===== src/rtl/tsr_pkg.sv =====
// Shared types and constants of the telemetry slot responder.
// Used by the channel interfaces and the top level; no dependencies.
package tsr_pkg;

   localparam int CMD_W   = 3;
   localparam int BYTE_W  = 8;
   localparam int ADDR_W  = 4;
   localparam int WORD_W  = 24;
   localparam int ENTRY_W = WORD_W + 1;
   localparam int PHASE_W = 4;

   // Event codes carried by a request beat.
   typedef enum logic [CMD_W-1:0] {
      CMD_RX    = 3'd0,
      CMD_TX    = 3'd1,
      CMD_DELAY = 3'd2,
      CMD_END   = 3'd3,
      CMD_WRITE = 3'd4
   } cmd_type;

   // Protocol phases, numbered as reported on the result channel.
   typedef enum logic [PHASE_W-1:0] {
      PH_WAIT_ADDR   = 4'd0,
      PH_WAIT_DATA1  = 4'd1,
      PH_WAIT_DATA2  = 4'd2,
      PH_WAIT_DATA3  = 4'd3,
      PH_RX_COMPLETE = 4'd4,
      PH_WAIT_DELAY  = 4'd5,
      PH_SEND_BYTE2  = 4'd6,
      PH_SEND_BYTE3  = 4'd7,
      PH_WAIT_LAST   = 4'd8,
      PH_TX_COMPLETE = 4'd9
   } phase_type;

   // One slot table entry: enable bit over three response bytes.
   typedef struct packed {
      logic              enable;
      logic [WORD_W-1:0] bytes;
   } slot_entry_type;

endpackage


===== src/rtl/tsr_if.sv =====
// Valid/ready channel interfaces for request and result beats.
// Depends on tsr_pkg for field widths.
interface tsr_req_if;
   logic                         valid;
   logic                         ready;
   logic [tsr_pkg::CMD_W-1:0]    cmd;
   logic [tsr_pkg::BYTE_W-1:0]   rx_byte;
   logic [tsr_pkg::ADDR_W-1:0]   slot_addr;
   logic                         slot_enable;
   logic [tsr_pkg::WORD_W-1:0]   slot_bytes;

   modport source (output valid, cmd, rx_byte, slot_addr, slot_enable, slot_bytes,
                   input ready);
   modport sink   (input valid, cmd, rx_byte, slot_addr, slot_enable, slot_bytes,
                   output ready);
endinterface

interface tsr_rsp_if;
   logic                         valid;
   logic                         ready;
   logic                         tx_valid;
   logic [tsr_pkg::BYTE_W-1:0]   tx_byte;
   logic                         bus_drive;
   logic                         arm_slot_timer;
   logic                         arm_delay_timer;
   logic                         tx_done_wanted;
   logic [tsr_pkg::WORD_W-1:0]   rx_word;
   logic [tsr_pkg::PHASE_W-1:0]  phase;

   modport source (output valid, tx_valid, tx_byte, bus_drive, arm_slot_timer,
                   arm_delay_timer, tx_done_wanted, rx_word, phase,
                   input ready);
   modport sink   (input valid, tx_valid, tx_byte, bus_drive, arm_slot_timer,
                   arm_delay_timer, tx_done_wanted, rx_word, phase,
                   output ready);
endinterface


===== src/rtl/tsr_ram.sv =====
// Generic RAM with one write port and two registered read ports.
// Stand-alone; read data updates only when the read enable is high.
module tsr_ram #(
   parameter int WIDTH = 25,
   parameter int DEPTH = 16
) (
   input  logic                     clock,
   input  logic                     wr_en,
   input  logic [$clog2(DEPTH)-1:0] wr_addr,
   input  logic [WIDTH-1:0]         wr_data,
   input  logic                     rd_en,
   input  logic [$clog2(DEPTH)-1:0] rd_addr_a,
   input  logic [$clog2(DEPTH)-1:0] rd_addr_b,
   output logic [WIDTH-1:0]         rd_data_a,
   output logic [WIDTH-1:0]         rd_data_b
);

   logic [WIDTH-1:0] mem_ff [DEPTH];

   // Write port.
   always_ff @(posedge clock) begin
      if (wr_en) begin
         mem_ff[wr_addr] <= wr_data;
      end
   end

   // Registered read ports.
   always_ff @(posedge clock) begin
      if (rd_en) begin
         rd_data_a <= mem_ff[rd_addr_a];
         rd_data_b <= mem_ff[rd_addr_b];
      end
   end

endmodule


===== src/rtl/telemetry_slot_responder_top.sv =====
// A request beat is accepted into stage two, where the slot table is read, and its result
// beat then goes through the result register. Throughput: one request beat per cycle
// unless the result side stalls; the slot table RAM read port sets the second stage.
// The result register decouples the sides: a new beat enters while a result waits.
// Reset (synchronous) clears the protocol state and the per-slot valid bits, so every
// slot reads as disabled with zero bytes until written; there is no clearing pass.
module telemetry_slot_responder_top #(
   parameter int SLOT_COUNT = 16
) (
   input  logic       clock,
   input  logic       reset,
   tsr_req_if.sink    req_ch,
   tsr_rsp_if.source  rsp_ch
);

   localparam int IDX_W = (SLOT_COUNT > 1) ? $clog2(SLOT_COUNT) : 1;

   // Handshake and pipeline control.
   logic req_accept;
   logic s2_move;
   logic s2_valid_ff, s2_valid_in;
   logic out_valid_ff, out_valid_in;

   // Stage two item.
   logic [tsr_pkg::CMD_W-1:0]  s2_cmd_ff;
   logic [tsr_pkg::BYTE_W-1:0] s2_rxb_ff;
   logic                       ok_a_ff, ok_b_ff;

   // Protocol state.
   tsr_pkg::phase_type          phase_ff, phase_in, phase_cur;
   logic [tsr_pkg::ADDR_W-1:0]  slot_ff, slot_in;
   logic [tsr_pkg::WORD_W-1:0]  word_ff, word_in;
   logic                        drive_ff, drive_in;
   logic                        txon_ff, txon_in;
   logic [SLOT_COUNT-1:0]       written_ff;

   // Step results.
   logic                       txv;
   logic [tsr_pkg::BYTE_W-1:0] txb;
   logic                       arm_slot, arm_delay;

   // Slot table access.
   logic                       wr_hit;
   logic                       rd_ok_a, rd_ok_b;
   logic [tsr_pkg::ENTRY_W-1:0] rd_data_a, rd_data_b;
   tsr_pkg::slot_entry_type    ent_a, ent_b;

   // Output register payload.
   logic                       tx_valid_ff;
   logic [tsr_pkg::BYTE_W-1:0] tx_byte_ff;
   logic                       bus_drive_ff;
   logic                       arm_slot_ff, arm_delay_ff;
   logic                       txon_out_ff;
   logic [tsr_pkg::WORD_W-1:0] rx_word_ff;
   logic [tsr_pkg::PHASE_W-1:0] phase_out_ff;

   // Stage two advances when the result register is free or being emptied.
   assign s2_move    = s2_valid_ff && (!out_valid_ff || rsp_ch.ready);
   assign req_ch.ready = !s2_valid_ff || s2_move;
   assign req_accept = req_ch.valid && req_ch.ready;

   assign s2_valid_in  = req_accept || (s2_valid_ff && !s2_move);
   assign out_valid_in = s2_move || (out_valid_ff && !rsp_ch.ready);

   // Table writes land at the accept edge, so later beats read the new entry.
   assign wr_hit = req_accept && (req_ch.cmd == tsr_pkg::CMD_WRITE) &&
                   ({1'b0, req_ch.slot_addr} < 5'(SLOT_COUNT));

   // Read A serves an address byte; read B serves the current slot after the
   // item now leaving stage two, which forwards any slot change it makes.
   assign rd_ok_a = ({1'b0, req_ch.rx_byte[tsr_pkg::ADDR_W-1:0]} < 5'(SLOT_COUNT)) &&
                    written_ff[req_ch.rx_byte[IDX_W-1:0]];
   assign rd_ok_b = ({1'b0, slot_in} < 5'(SLOT_COUNT)) && written_ff[slot_in[IDX_W-1:0]];

   tsr_ram #(
      .WIDTH (tsr_pkg::ENTRY_W),
      .DEPTH (SLOT_COUNT)
   ) u_slot_ram (
      .clock     (clock),
      .wr_en     (wr_hit),
      .wr_addr   (req_ch.slot_addr[IDX_W-1:0]),
      .wr_data   ({req_ch.slot_enable, req_ch.slot_bytes}),
      .rd_en     (req_accept),
      .rd_addr_a (req_ch.rx_byte[IDX_W-1:0]),
      .rd_addr_b (slot_in[IDX_W-1:0]),
      .rd_data_a (rd_data_a),
      .rd_data_b (rd_data_b)
   );

   // Entries never written read as disabled with zero bytes.
   assign ent_a = tsr_pkg::slot_entry_type'(rd_data_a & {tsr_pkg::ENTRY_W{ok_a_ff}});
   assign ent_b = tsr_pkg::slot_entry_type'(rd_data_b & {tsr_pkg::ENTRY_W{ok_b_ff}});

   // Written flags for the slot table entries.
   always_ff @(posedge clock) begin
      if (reset) begin
         written_ff <= '0;
      end else if (wr_hit) begin
         written_ff[req_ch.slot_addr[IDX_W-1:0]] <= 1'b1;
      end
   end

   // Stage two capture.
   always_ff @(posedge clock) begin
      if (reset) begin
         s2_valid_ff <= 1'b0;
      end else begin
         s2_valid_ff <= s2_valid_in;
      end
   end

   always_ff @(posedge clock) begin
      if (req_accept) begin
         s2_cmd_ff <= req_ch.cmd;
         s2_rxb_ff <= req_ch.rx_byte;
         ok_a_ff   <= rd_ok_a;
         ok_b_ff   <= rd_ok_b;
      end
   end

   // Protocol state register.
   always_ff @(posedge clock) begin
      if (reset) begin
         phase_ff <= tsr_pkg::PH_WAIT_ADDR;
         slot_ff  <= '0;
         word_ff  <= '0;
         drive_ff <= 1'b0;
         txon_ff  <= 1'b0;
      end else if (s2_move) begin
         phase_ff <= phase_in;
         slot_ff  <= slot_in;
         word_ff  <= word_in;
         drive_ff <= drive_in;
         txon_ff  <= txon_in;
      end
   end

   // Next protocol state and step outputs for the item in stage two.
   always_comb begin
      phase_cur = phase_ff;
      phase_in  = phase_ff;
      slot_in   = slot_ff;
      word_in   = word_ff;
      drive_in  = drive_ff;
      txon_in   = txon_ff;
      txv       = 1'b0;
      txb       = '0;
      arm_slot  = 1'b0;
      arm_delay = 1'b0;
      if (s2_move && (s2_cmd_ff <= tsr_pkg::CMD_END)) begin
         // Slot end releases the bus and resyncs before the phase dispatch.
         if (s2_cmd_ff == tsr_pkg::CMD_END) begin
            drive_in  = 1'b0;
            phase_cur = tsr_pkg::PH_WAIT_ADDR;
         end
         phase_in = phase_cur;
         unique case (phase_cur)
            tsr_pkg::PH_WAIT_ADDR: begin
               if (s2_cmd_ff == tsr_pkg::CMD_RX) begin
                  arm_slot = 1'b1;
                  slot_in  = s2_rxb_ff[tsr_pkg::ADDR_W-1:0];
                  if (ent_a.enable) begin
                     drive_in  = 1'b1;
                     arm_delay = 1'b1;
                     phase_in  = tsr_pkg::PH_WAIT_DELAY;
                  end else begin
                     phase_in = tsr_pkg::PH_WAIT_DATA1;
                  end
               end
            end
            tsr_pkg::PH_WAIT_DATA1: begin
               if (s2_cmd_ff == tsr_pkg::CMD_RX) begin
                  word_in  = {16'h0000, s2_rxb_ff};
                  phase_in = tsr_pkg::PH_WAIT_DATA2;
               end
            end
            tsr_pkg::PH_WAIT_DATA2: begin
               if (s2_cmd_ff == tsr_pkg::CMD_RX) begin
                  word_in  = word_ff | {8'h00, s2_rxb_ff, 8'h00};
                  phase_in = tsr_pkg::PH_WAIT_DATA3;
               end
            end
            tsr_pkg::PH_WAIT_DATA3: begin
               if (s2_cmd_ff == tsr_pkg::CMD_RX) begin
                  word_in  = word_ff | {s2_rxb_ff, 16'h0000};
                  phase_in = tsr_pkg::PH_RX_COMPLETE;
               end
            end
            tsr_pkg::PH_RX_COMPLETE: begin
               phase_in = phase_cur;
            end
            tsr_pkg::PH_WAIT_DELAY: begin
               if (s2_cmd_ff == tsr_pkg::CMD_DELAY) begin
                  txv      = 1'b1;
                  txb      = ent_b.bytes[7:0];
                  txon_in  = 1'b1;
                  phase_in = tsr_pkg::PH_SEND_BYTE2;
               end
            end
            tsr_pkg::PH_SEND_BYTE2: begin
               if (s2_cmd_ff == tsr_pkg::CMD_TX) begin
                  txv      = 1'b1;
                  txb      = ent_b.bytes[15:8];
                  phase_in = tsr_pkg::PH_SEND_BYTE3;
               end
            end
            tsr_pkg::PH_SEND_BYTE3: begin
               if (s2_cmd_ff == tsr_pkg::CMD_TX) begin
                  txv      = 1'b1;
                  txb      = ent_b.bytes[23:16];
                  phase_in = tsr_pkg::PH_WAIT_LAST;
               end
            end
            tsr_pkg::PH_WAIT_LAST: begin
               if (s2_cmd_ff == tsr_pkg::CMD_TX) begin
                  txon_in  = 1'b0;
                  phase_in = tsr_pkg::PH_TX_COMPLETE;
               end
            end
            tsr_pkg::PH_TX_COMPLETE: begin
               phase_in = phase_cur;
            end
            default: begin
               // Unused phase codes recover to waiting for an address.
               phase_in = tsr_pkg::PH_WAIT_ADDR;
            end
         endcase
      end
   end

   // Result register.
   always_ff @(posedge clock) begin
      if (reset) begin
         out_valid_ff <= 1'b0;
      end else begin
         out_valid_ff <= out_valid_in;
      end
   end

   always_ff @(posedge clock) begin
      if (s2_move) begin
         tx_valid_ff  <= txv;
         tx_byte_ff   <= txb;
         bus_drive_ff <= drive_in;
         arm_slot_ff  <= arm_slot;
         arm_delay_ff <= arm_delay;
         txon_out_ff  <= txon_in;
         rx_word_ff   <= word_in;
         phase_out_ff <= phase_in;
      end
   end

   assign rsp_ch.valid           = out_valid_ff;
   assign rsp_ch.tx_valid        = tx_valid_ff;
   assign rsp_ch.tx_byte         = tx_byte_ff;
   assign rsp_ch.bus_drive       = bus_drive_ff;
   assign rsp_ch.arm_slot_timer  = arm_slot_ff;
   assign rsp_ch.arm_delay_timer = arm_delay_ff;
   assign rsp_ch.tx_done_wanted  = txon_out_ff;
   assign rsp_ch.rx_word         = rx_word_ff;
   assign rsp_ch.phase           = phase_out_ff;

`ifndef SYNTHESIS
   // The bus is driven exactly in the transmit phases.
   a_drive_phase: assert property (@(posedge clock) disable iff (reset)
      out_valid_ff |-> (bus_drive_ff == ((phase_out_ff >= tsr_pkg::PH_WAIT_DELAY) &&
                                         (phase_out_ff <= tsr_pkg::PH_TX_COMPLETE))))
      else $error("bus drive does not match the reported phase");

   // A byte goes out only when entering a send or wait-last phase.
   a_tx_phase: assert property (@(posedge clock) disable iff (reset)
      (out_valid_ff && tx_valid_ff) |->
         ((phase_out_ff == tsr_pkg::PH_SEND_BYTE2) ||
          (phase_out_ff == tsr_pkg::PH_SEND_BYTE3) ||
          (phase_out_ff == tsr_pkg::PH_WAIT_LAST)))
      else $error("byte sent outside a send phase");

   // Arming the delay timer always comes with an address byte that takes the bus.
   a_arm_pair: assert property (@(posedge clock) disable iff (reset)
      (out_valid_ff && arm_delay_ff) |-> (arm_slot_ff && bus_drive_ff))
      else $error("delay timer armed without slot timer or bus drive");

   // A held stage two item blocks new beats and keeps its state untouched.
   a_hold: assert property (@(posedge clock) disable iff (reset)
      (s2_valid_ff && !s2_move) |=> (s2_valid_ff && $stable(phase_ff) && $stable(slot_ff)))
      else $error("stalled stage two lost its item or changed state");

   // A result waiting on the output is never overwritten.
   a_no_overrun: assert property (@(posedge clock) disable iff (reset)
      (out_valid_ff && !rsp_ch.ready) |-> !s2_move)
      else $error("result register overwritten while full");
`endif

endmodule

===== src/flat_wrapper.sv =====
// flat-port wrapper written by rule: the top's interface ports become plain ports
module telemetry_slot_responder_top_flat 
#(
   parameter int SLOT_COUNT = 16
)
  (clock, reset, req_ch_valid, req_ch_cmd, req_ch_rx_byte, req_ch_slot_addr, req_ch_slot_enable, req_ch_slot_bytes, req_ch_ready, rsp_ch_valid, rsp_ch_tx_valid, rsp_ch_tx_byte, rsp_ch_bus_drive, rsp_ch_arm_slot_timer, rsp_ch_arm_delay_timer, rsp_ch_tx_done_wanted, rsp_ch_rx_word, rsp_ch_phase, rsp_ch_ready);
  tsr_req_if req_ch_i ();
  tsr_rsp_if rsp_ch_i ();
  input  logic clock;
  input  logic reset;
  input wire logic [$bits(req_ch_i.valid)-1:0] req_ch_valid;
  input wire logic [$bits(req_ch_i.cmd)-1:0] req_ch_cmd;
  input wire logic [$bits(req_ch_i.rx_byte)-1:0] req_ch_rx_byte;
  input wire logic [$bits(req_ch_i.slot_addr)-1:0] req_ch_slot_addr;
  input wire logic [$bits(req_ch_i.slot_enable)-1:0] req_ch_slot_enable;
  input wire logic [$bits(req_ch_i.slot_bytes)-1:0] req_ch_slot_bytes;
  output wire logic [$bits(req_ch_i.ready)-1:0] req_ch_ready;
  output wire logic [$bits(rsp_ch_i.valid)-1:0] rsp_ch_valid;
  output wire logic [$bits(rsp_ch_i.tx_valid)-1:0] rsp_ch_tx_valid;
  output wire logic [$bits(rsp_ch_i.tx_byte)-1:0] rsp_ch_tx_byte;
  output wire logic [$bits(rsp_ch_i.bus_drive)-1:0] rsp_ch_bus_drive;
  output wire logic [$bits(rsp_ch_i.arm_slot_timer)-1:0] rsp_ch_arm_slot_timer;
  output wire logic [$bits(rsp_ch_i.arm_delay_timer)-1:0] rsp_ch_arm_delay_timer;
  output wire logic [$bits(rsp_ch_i.tx_done_wanted)-1:0] rsp_ch_tx_done_wanted;
  output wire logic [$bits(rsp_ch_i.rx_word)-1:0] rsp_ch_rx_word;
  output wire logic [$bits(rsp_ch_i.phase)-1:0] rsp_ch_phase;
  input wire logic [$bits(rsp_ch_i.ready)-1:0] rsp_ch_ready;
  assign req_ch_i.valid = req_ch_valid;
  assign req_ch_i.cmd = req_ch_cmd;
  assign req_ch_i.rx_byte = req_ch_rx_byte;
  assign req_ch_i.slot_addr = req_ch_slot_addr;
  assign req_ch_i.slot_enable = req_ch_slot_enable;
  assign req_ch_i.slot_bytes = req_ch_slot_bytes;
  assign req_ch_ready = req_ch_i.ready;
  assign rsp_ch_valid = rsp_ch_i.valid;
  assign rsp_ch_tx_valid = rsp_ch_i.tx_valid;
  assign rsp_ch_tx_byte = rsp_ch_i.tx_byte;
  assign rsp_ch_bus_drive = rsp_ch_i.bus_drive;
  assign rsp_ch_arm_slot_timer = rsp_ch_i.arm_slot_timer;
  assign rsp_ch_arm_delay_timer = rsp_ch_i.arm_delay_timer;
  assign rsp_ch_tx_done_wanted = rsp_ch_i.tx_done_wanted;
  assign rsp_ch_rx_word = rsp_ch_i.rx_word;
  assign rsp_ch_phase = rsp_ch_i.phase;
  assign rsp_ch_i.ready = rsp_ch_ready;
  telemetry_slot_responder_top #(.SLOT_COUNT(SLOT_COUNT)) u_core (.clock(clock), .reset(reset), .req_ch(req_ch_i), .rsp_ch(rsp_ch_i));
endmodule

===== config.mk =====
export PLATFORM = sky130hd
export DESIGN_NAME = telemetry_slot_responder_top_flat
export DESIGN_NICKNAME = d
export VERILOG_FILES = /design/src/rtl/tsr_pkg.sv /design/src/rtl/tsr_if.sv /design/src/rtl/tsr_ram.sv /design/src/rtl/telemetry_slot_responder_top.sv /design/src/flat_wrapper.sv
export SDC_FILE = /design/constraint.sdc
export NUM_CORES = 1
export LEC_CHECK = 0
export ABC_CLOCK_PERIOD_IN_PS = 4320
export BUFFER_PORTS_ARGS = -buffer_cell sky130_fd_sc_hd__buf_2
export CAP_MARGIN = 20
export CORE_MARGIN = 4
export CORE_UTILIZATION = 32
export CTS_CLUSTER_DIAMETER = 100
export DETAILED_ROUTE_END_ITERATION = 8
export PLACE_DENSITY = 0.54
export SETUP_SLACK_MARGIN = 0.1
export SLEW_MARGIN = 30
export SYNTH_ARGS = -nofsm -noshare
export SYNTH_HDL_FRONTEND = slang
export SYNTH_HIERARCHICAL = 1
export SYNTH_SLANG_ARGS = --single-unit

===== constraint.sdc =====
create_clock -name clock -period 4.32 [get_ports clock]
set_clock_uncertainty 0.15 [all_clocks]
set_input_delay 0 -clock clock [delete_from_list [all_inputs] [get_ports clock]]
set_output_delay 0 -clock clock [all_outputs]
set_load 0.05 [all_outputs]

==> impl_metrics.tcl, run 1 <==
set metrics [dict create \
    run_status "completed" \
    maxCapViolations 0 \
    nFillCells 5743 \
    cts.clk_slew.worst_paths_ns 0.06 \
    crit_family "multiplexers" \
    layout_min_cycle_time_ns 3.62 \
    die-height_um 261 \
    synthCells 1060 \
    rsz0062_at_grt "false" \
    wirelength_um 48400 \
    power_frac_comb 0.036 \
    fin_setup_tns_ns 0 \
    swShare 0.209 \
    hpwl_um 27000 \
    grt_max_degree 45 \
    syn_avg_cell_area_um2 19.3 \
    io_pins 87 \
    sequentialPowerShare 0.536 \
    clock_latency_ns 0.61 \
    fin_crit_sh 0.837 \
    dr.pass1.iters 5 \
    cp.buffers_inverters 1 \
    p_clk_frac 0.428 \
    core_area_um2 63200 \
    antenna_found_initial 1 \
    clk_path_buf_depth 3 \
    fmax_mhz 276 \
    hold_class "in -> reg" \
    port_buffers 86 \
    final_util 0.386 \
    first_iter_violations 847 \
    vias 10522 \
    track_usage 0.143 \
    rows 92 \
    critPathMaxFanout 43 \
    clock_sinks 531 \
    cts_htree_levels 2 \
    drc 0 \
    cts_made_buffers 54 \
    endpoint_kind "flip-flop" \
    leakage_uw 0.00785 \
    regToRegSetupSlack_ns 0.70 \
    crit_path_start_kind "flip-flop" \
    whs_ns 0.0998 \
    cts_tree "done" \
    antenna_left 0 \
    die-area_um2 68100 \
    gp_congestion 0.773 \
    slew_headroom 0.389 \
    grt_overflow 0 \
    via_per_inst 4.96 \
    worst_slew_pin_slew_ns 0.917 \
    die_w_um 261 \
    cp_cell_sequence "and3b_1, o2111ai_4, mux2_8, buf_4, mux4_2, a22oi_1, nand2_1" \
    power.density_nw_per_um2 435 \
    crit_slowest_cell "mux2_8" \
    p_switching_uw 2220 \
    required_ns 4.51 \
    intPower_uw 8390 \
    slowest_delay_ns 0.72 \
    wl_per_cell_um 22.8 \
    arrival_ns 3.81 \
    grt_first_pass_wirelength_um 72300 \
    synth_area_um2 20500 \
    fin_area_um2 24400 \
    drive_above_1_share 0.287 \
    syn_to_final_growth_pct 19.2 \
    finalNetCount 1273 \
    setup_viol 0 \
    grt_pass1_vias 10916 \
    dpl_cell_area_um2 22100 \
    root_buffer "clkbuf_16" \
    total_power_uw 10600 \
    ir_drop_mv 0.336 \
    crit_type "reg -> reg" \
    syn-num-nets 1104 \
    start_util 0.324 \
    final_hold_viol_count 0 \
    ys.warnings.count 6 \
    slew_violations 0 \
]
## area by class of cell
| class | count | area (µm²) | share of cell area |
|---|---|---|---|
| diodes | 1 | 2.50 | 0.000103 |
| clock buffers | 73 | 1530 | 0.0626 |
| inverters | 7 | 26.3 | 0.00108 |
| well taps | 846 | 1060 | 0.0434 |
| repair buffers | 181 | 1360 | 0.0556 |
| multi-input cells | 454 | 4780 | 0.196 |
| clock inverters | 28 | 213 | 0.00872 |
| flip-flops and latches | 531 | 15400 | 0.632 |
## registers in the layout, summed over array words and instances, names as in the netlist
name                           flops
u_core/drive_ff                    1
u_core/ok_a_ff                     1
u_core/ok_b_ff                     1
u_core/phase_ff                    4
u_core/rsp_ch.arm_delay_timer      1
u_core/rsp_ch.arm_slot_timer       1
u_core/rsp_ch.bus_drive            1
u_core/rsp_ch.phase                4
u_core/rsp_ch.rx_word             24
u_core/rsp_ch.tx_byte              8
u_core/rsp_ch.tx_done_wanted       1
u_core/rsp_ch.tx_valid             1
u_core/rsp_ch.valid                1
u_core/s2_cmd_ff                   3
u_core/s2_rxb_ff                   8
u_core/s2_valid_ff                 1
u_core/slot_ff                     4
u_core/txon_ff                     1
u_core/u_slot_ram/mem_ff         400
u_core/u_slot_ram/rd_data_a        1
u_core/u_slot_ram/rd_data_b       24
u_core/word_ff                    24
u_core/written_ff                 16
## metrics by stage
step / setup slack [ns] / instances
2_1_floorplan: 0.427 / 1060
3_3_place_gp: 0.705 / 1961
3_5_place_dp: 0.680 / 1961
4_1_cts: 0.647 / 2119
5_1_grt: 0.459 / 2121
6_report: 0.703 / 2121
## timing repair
action                                  CTS  global route
gates resized for setup                   0             0
endpoints found under the hold margin   457             0
hold buffers                             57             0
buffers inserted                          0             0
endpoints found under the setup margin    0             0
## worst reg2reg max path: stages, from the launching register on
cell,delay [ns]
edfxtp_1,0.54
and3b_1,0.42
o2111ai_4,0.30
mux2_8,0.72
buf_4,0.40
mux4_2,0.54
a22oi_1,0.20
nand2_1,0.08
## power by group through the flow
stage	clock (µW)	combinational, µW	sequential, µW
global route	4890	417	5690
finish	4530	385	5680
CTS	4670	391	5680
floorplan	0	165	5820
global placement	0	345	5790
detailed placement	0	351	5790
## cells in the final DEF (no fill, tap or decap), drive strengths merged, types with 2 or more instances in the layout
cell / n
edfxtp: 479
nor3: 16
nor4b: 2
buf: 124
or2: 2
nor3b: 4
a21oi: 35
inv: 7
a22oi: 58
clkinv: 26
and2b: 2
mux2i: 9
bufinv: 2
nand3b: 6
nor4bb: 2
clkbuf: 73
nand4: 2
nand4b: 2
nor2: 86
nor2b: 18
o31ai: 2
mux2: 19
mux4: 113
dlygate4sd3: 57
nand3: 4
dfxtp: 52
o21ai: 8
and2: 3
a31oi: 6
nand2b: 6
nand2: 35
## layer usage
metal  vias up  share of wire  global-route usage
li1       4625              -                   -
met1      5562           0.45               0.199
met2       274           0.48               0.234
met3        61          0.054              0.0255
met4         0          0.017              0.0337
met5         -              0                   0
## worst paths after layout
| kind | start | to | cells after the start |
|---|---|---|---|
| hold reg to reg | u_core/word_ff[11] | u_core/word_ff[11] | 2 |
| hold / removal | req_ch_rx_byte[2] | u_core/s2_rxb_ff[2] | 2 |
| setup reg to reg | u_core/s2_cmd_ff[2] | u_core/u_slot_ram/rd_data_b[2] | 7 |
| setup / recovery | u_core/s2_cmd_ff[2] | u_core/u_slot_ram/rd_data_b[2] | 7 |
(Power assumes the default switching activity.)
==> run 2, diff against run 1 <==
ABC_CLOCK_PERIOD_IN_PS = 3800   (was 4320)
clock period = 3.8 ns   (was 4.32 ns; I/O delays follow)
==> impl_metrics.tcl, run 2 (synthesis results as in run 1) <==
set metrics [dict create \
    run_status "completed" \
    fin_setup_tns_ns 0 \
    hold_class "in -> reg" \
    fin_crit_sh 0.883 \
    postCtsSetupBuffers 0 \
    largest_reg_flops 400 \
    power_frac_comb 0.036 \
    die-area_um2 68100 \
    die-height_um 261 \
    vias 10457 \
    final_common_cell "edfxtp_1" \
    io_pins 87 \
    first_iter_violations 810 \
    nFillCells 5722 \
    drive_above_1_share 0.287 \
    port_buffers 86 \
    clk_path_buf_depth 3 \
    drc 0 \
    sequentialPowerShare 0.527 \
    final_util 0.388 \
    syn_to_final_growth_pct 19.8 \
    swShare 0.208 \
    worst_slew_pin_slew_ns 0.789 \
    start_util 0.324 \
    crit_path_start_kind "flip-flop" \
    track_usage 0.141 \
    endpoint_kind "flip-flop" \
    critPathMaxFanout 31 \
    fin_cells 2126 \
    antenna_found_initial 2 \
    hpwl_um 26600 \
    cts_tree "done" \
    regMostFlops "u_core/u_slot_ram/mem_ff" \
    p_clk_frac 0.437 \
    layout_min_cycle_time_ns 3.35 \
    required_ns 3.98 \
    root_buffer "clkbuf_16" \
    dr.pass1.iters 5 \
    clock_latency_ns 0.61 \
    ir_drop_mv 0.409 \
    p_switching_uw 2550 \
    fmax_mhz 298 \
    cts_made_buffers 54 \
    clock_sinks 531 \
    wl_per_cell_um 22.6 \
    dpl_cell_area_um2 22100 \
    via_per_inst 4.92 \
    slew_headroom 0.473 \
    dp_cells 1966 \
    cts.clk_slew.worst_paths_ns 0.06 \
    finalNetCount 1277 \
    wirelength_um 48000 \
    core_area_um2 63200 \
    die_w_um 261 \
    antenna_left 0 \
    setup_viol 0 \
    arrival_ns 3.53 \
    maxCapViolations 0 \
    gp_congestion 0.763 \
    grt_overflow 0 \
    cts.repair.resized 0 \
    grt_first_pass_wirelength_um 71200 \
    grt_max_degree 50 \
    intPower_uw 9710 \
    final_hold_viol_count 0 \
    leakage_uw 0.00789 \
    layout_common_cells "edfxtp_1 (479), mux4_2 (113), buf_2 (86), nor2_1 (73), a22oi_1 (58)" \
    rows 92 \
    slew_violations 0 \
    power.density_nw_per_um2 500 \
    rsz0062_at_grt "false" \
    fin_area_um2 24500 \
    cts_htree_levels 2 \
    crit_type "reg -> reg" \
    grt_pass1_vias 10827 \
]
[run 2: cell type report]
class	instances	area, µm²	share of cell area
antenna	2	5.00	0.000204
clock buffer	65	1410	0.0576
clock inverter	36	390	0.0159
inverter	7	26.3	0.00107
multi-input combinational	454	4800	0.196
sequential	531	15400	0.629
tap	846	1060	0.0432
timing repair buffer	185	1400	0.0573
[run 2: layer usage]
metal / GRT usage / part of all wire / up-vias
li1: - / - / 4635
met3: 0.0232 / 0.055 / 67
met5: 0 / 0 / -
met4: 0.0316 / 0.017 / 0
met2: 0.240 / 0.50 / 303
met1: 0.193 / 0.43 / 5452
[run 2: what timing repair did]
action / 4_1_cts / 5_1_grt
endpoints found under the hold margin: 451 / 0
hold buffers: 57 / 0
setup endpoints to repair: 0 / 0
[run 2: power groups by stage]
stage / Sequential, µW / Combinational (µW) / Clock (µW)
finish: 6460 / 442 / 5360
global route: 6460 / 479 / 5770
CTS: 6460 / 451 / 5500
detailed placement: 6580 / 405 / 0
global placement: 6580 / 399 / 0
floorplan: 6620 / 188 / 0
[run 2: path summary, 6_finish.rpt]
path / cells after the start / from / to / slack (ns)
max: 7 / u_core/s2_cmd_ff[2] / u_core/u_slot_ram/rd_data_b[6] / 0.45
min: 2 / req_ch_rx_byte[3] / u_core/s2_rxb_ff[3] / 0.09
max reg2reg: 7 / u_core/s2_cmd_ff[2] / u_core/u_slot_ram/rd_data_b[6] / 0.45
min reg2reg: 2 / u_core/word_ff[11] / u_core/word_ff[11] / 0.32
[run 2: metrics by stage]
| step | hold WS [ns] | worst slack, ns | total power, µW |
|---|---|---|---|
| after floorplan | -0.0511 | 0.242 | 6810 |
| after global placement | 0.0302 | 0.466 | 6980 |
| after detailed placement | 0.0293 | 0.418 | 6990 |
| after CTS | 0.0530 | 0.385 | 12400 |
| after global routing | 0.0864 | 0.203 | 12700 |
| final | 0.0944 | 0.446 | 12300 |
[run 2: worst max-delay path, stage by stage (launching register included)]
cell and delay, ns:
edfxtp_1 0.54, and3b_1 0.41, o2111ai_4 0.25, mux2_8 0.59, buf_12 0.25, mux4_2 0.52
a22oi_1 0.21, nand2_1 0.10
==> run 3, diff against run 2 <==
ABC_AREA = 1   (was not set)
==> impl_metrics.tcl, run 3 <==
set metrics [dict create \
    run_status "completed" \
    cp_cell_sequence "nor2_2, nand2_4, inv_4, nand2_1, nor2_4, o21ai_4, inv_2, buf_12, nand3_1, nand3_1, nand3_1, nand2_1" \
    ys.warnings.count 6 \
    cts_made_buffers 58 \
    dr.pass1.iters 8 \
    clk_path_buf_depth 3 \
    rsz0062_at_grt "false" \
    gp_congestion 0.895 \
    nFillCells 7077 \
    start_util 0.324 \
    arrival_ns 3.54 \
    required_ns 4.14 \
    root_buffer "clkbuf_16" \
    hold_path_startpoint "req_ch_cmd[0]" \
    synth_area_um2 23300 \
    worstReg2RegEnd "u_core/u_slot_ram/rd_data_b[14]" \
    setup_viol 0 \
    die_w_um 278 \
    layout_min_cycle_time_ns 3.20 \
    antenna_found_initial 3 \
    crit_path_start_kind "flip-flop" \
    grt_max_degree 103 \
    drc 0 \
    layout_common_cells "nand2_1 (535), inv_1 (481), edfxtp_1 (479), nand3_1 (384), buf_2 (85)" \
    cts.clk_slew.worst_paths_ns 0.06 \
    wl_per_cell_um 17.7 \
    vias 15947 \
    cts.repair.resized 0 \
    rows 98 \
    synthCells 2295 \
    drive_above_1_share 0.114 \
    syn_to_final_growth_pct 17.1 \
    crit_type "reg -> reg" \
    track_usage 0.153 \
    finalNetCount 2453 \
    endpoint_kind "flip-flop" \
    hpwl_um 34500 \
    wirelength_um 60400 \
    slew_violations 0 \
    clock_sinks 531 \
    fin_setup_tns_ns 0 \
    crit-reg2reg-launch "u_core/s2_cmd_ff[2]" \
    largest_reg_flops 400 \
    regMostFlops "u_core/u_slot_ram/mem_ff" \
    first_iter_violations 1688 \
    startpoint "u_core/s2_cmd_ff[2]" \
    grt_overflow 0 \
    final_hold_viol_count 0 \
    postCtsSetupBuffers 0 \
    final_common_cell "nand2_1" \
    endpoint "u_core/u_slot_ram/rd_data_b[14]" \
    core_area_um2 71900 \
    reg2reg_depth 12 \
    leakage_uw 0.0114 \
    io_pins 87 \
    crit_slowest_cell "inv_2" \
    clock_latency_ns 0.63 \
    grt_first_pass_wirelength_um 92700 \
    power.density_nw_per_um2 461 \
    critPathMaxFanout 48 \
    slew_headroom 0.387 \
    fin_area_um2 27300 \
    dpl_cell_area_um2 24900 \
    maxCapViolations 0 \
    worst_slew_pin_slew_ns 0.918 \
    syn-num-nets 2339 \
    cts_htree_levels 2 \
    ir_drop_mv 0.314 \
    regToRegSetupSlack_ns 0.60 \
    cp_common_cell "nand3_1" \
    die-area_um2 77200 \
    port_buffers 86 \
    slowest_delay_ns 0.66 \
    fmax_mhz 312 \
    holdBufCountCts 57 \
    final_util 0.380 \
    hold_class "in -> reg" \
    die-height_um 278 \
    grt_pass1_vias 15332 \
    fin_crit_sh 0.842 \
    cts_tree "done" \
    syn_avg_cell_area_um2 10.1 \
    antenna_left 0 \
    via_per_inst 4.68 \
]
run 3: how the worst min path moves through the flow:
stage / slack, ns / cells past startpoint / endpoint
4_1_cts: 0.02 / 2 / u_core/s2_cmd_ff[0]
6_report: 0.06 / 2 / u_core/s2_cmd_ff[0]
3_5_place_dp: 0.03 / 1 / u_core/s2_rxb_ff[5]
2_1_floorplan: -0.05 / 0 / u_core/s2_cmd_ff[0]
5_1_grt: 0.04 / 2 / u_core/s2_cmd_ff[1]
3_3_place_gp: 0.03 / 1 / u_core/s2_rxb_ff[5]
run 3: layout make-up:
class,count,area (µm²),area share
repair buffers,182,1520,0.0558
well taps,950,1190,0.0436
clock inverters,29,293,0.0107
flip-flops and latches,531,15400,0.565
clock buffers,77,1550,0.0569
inverters,501,1900,0.0696
diodes,3,7.51,0.000275
multi-input cells,1135,5390,0.198
run 3: critical path: cells and delay by family (launching register included):
family	cells	cell delay (ns)
AOI/OAI and AO/OA	1	0.08
buffers and inverters	3	1.16
DFF	1	0.49
and+or+nand+nor	8	1.15
run 3: metrics by stage:
step | total power [µW] | cells | worst slack, ns | hold slack, ns
6_report | 12600 | 3408 | 0.599 | 0.0579
5_1_grt | 13100 | 3406 | 0.388 | 0.0448
4_1_cts | 12700 | 3405 | 0.639 | 0.0216
3_5_place_dp | 7240 | 3242 | 0.631 | 0.0303
3_3_place_gp | 7230 | 3242 | 0.703 | 0.0297
2_1_floorplan | 7030 | 2295 | 0.415 | -0.0511
run 3: where the power goes:
group,switching [µW],leakage [µW],total (µW),internal (µW)
clock network,2280,0.000899,5420,3140
logic,495,0.00573,702,207
registers,33.9,0.00479,6460,6430
total,2810,0.0114,12600,9780
run 3: per-layer routing:
metal,GRT usage,share of wire,wire [µm]
met5,0,0,0
met4,0.0422,0.024,1460
met3,0.0244,0.069,4140
met2,0.250,0.46,28000
met1,0.213,0.44,26800
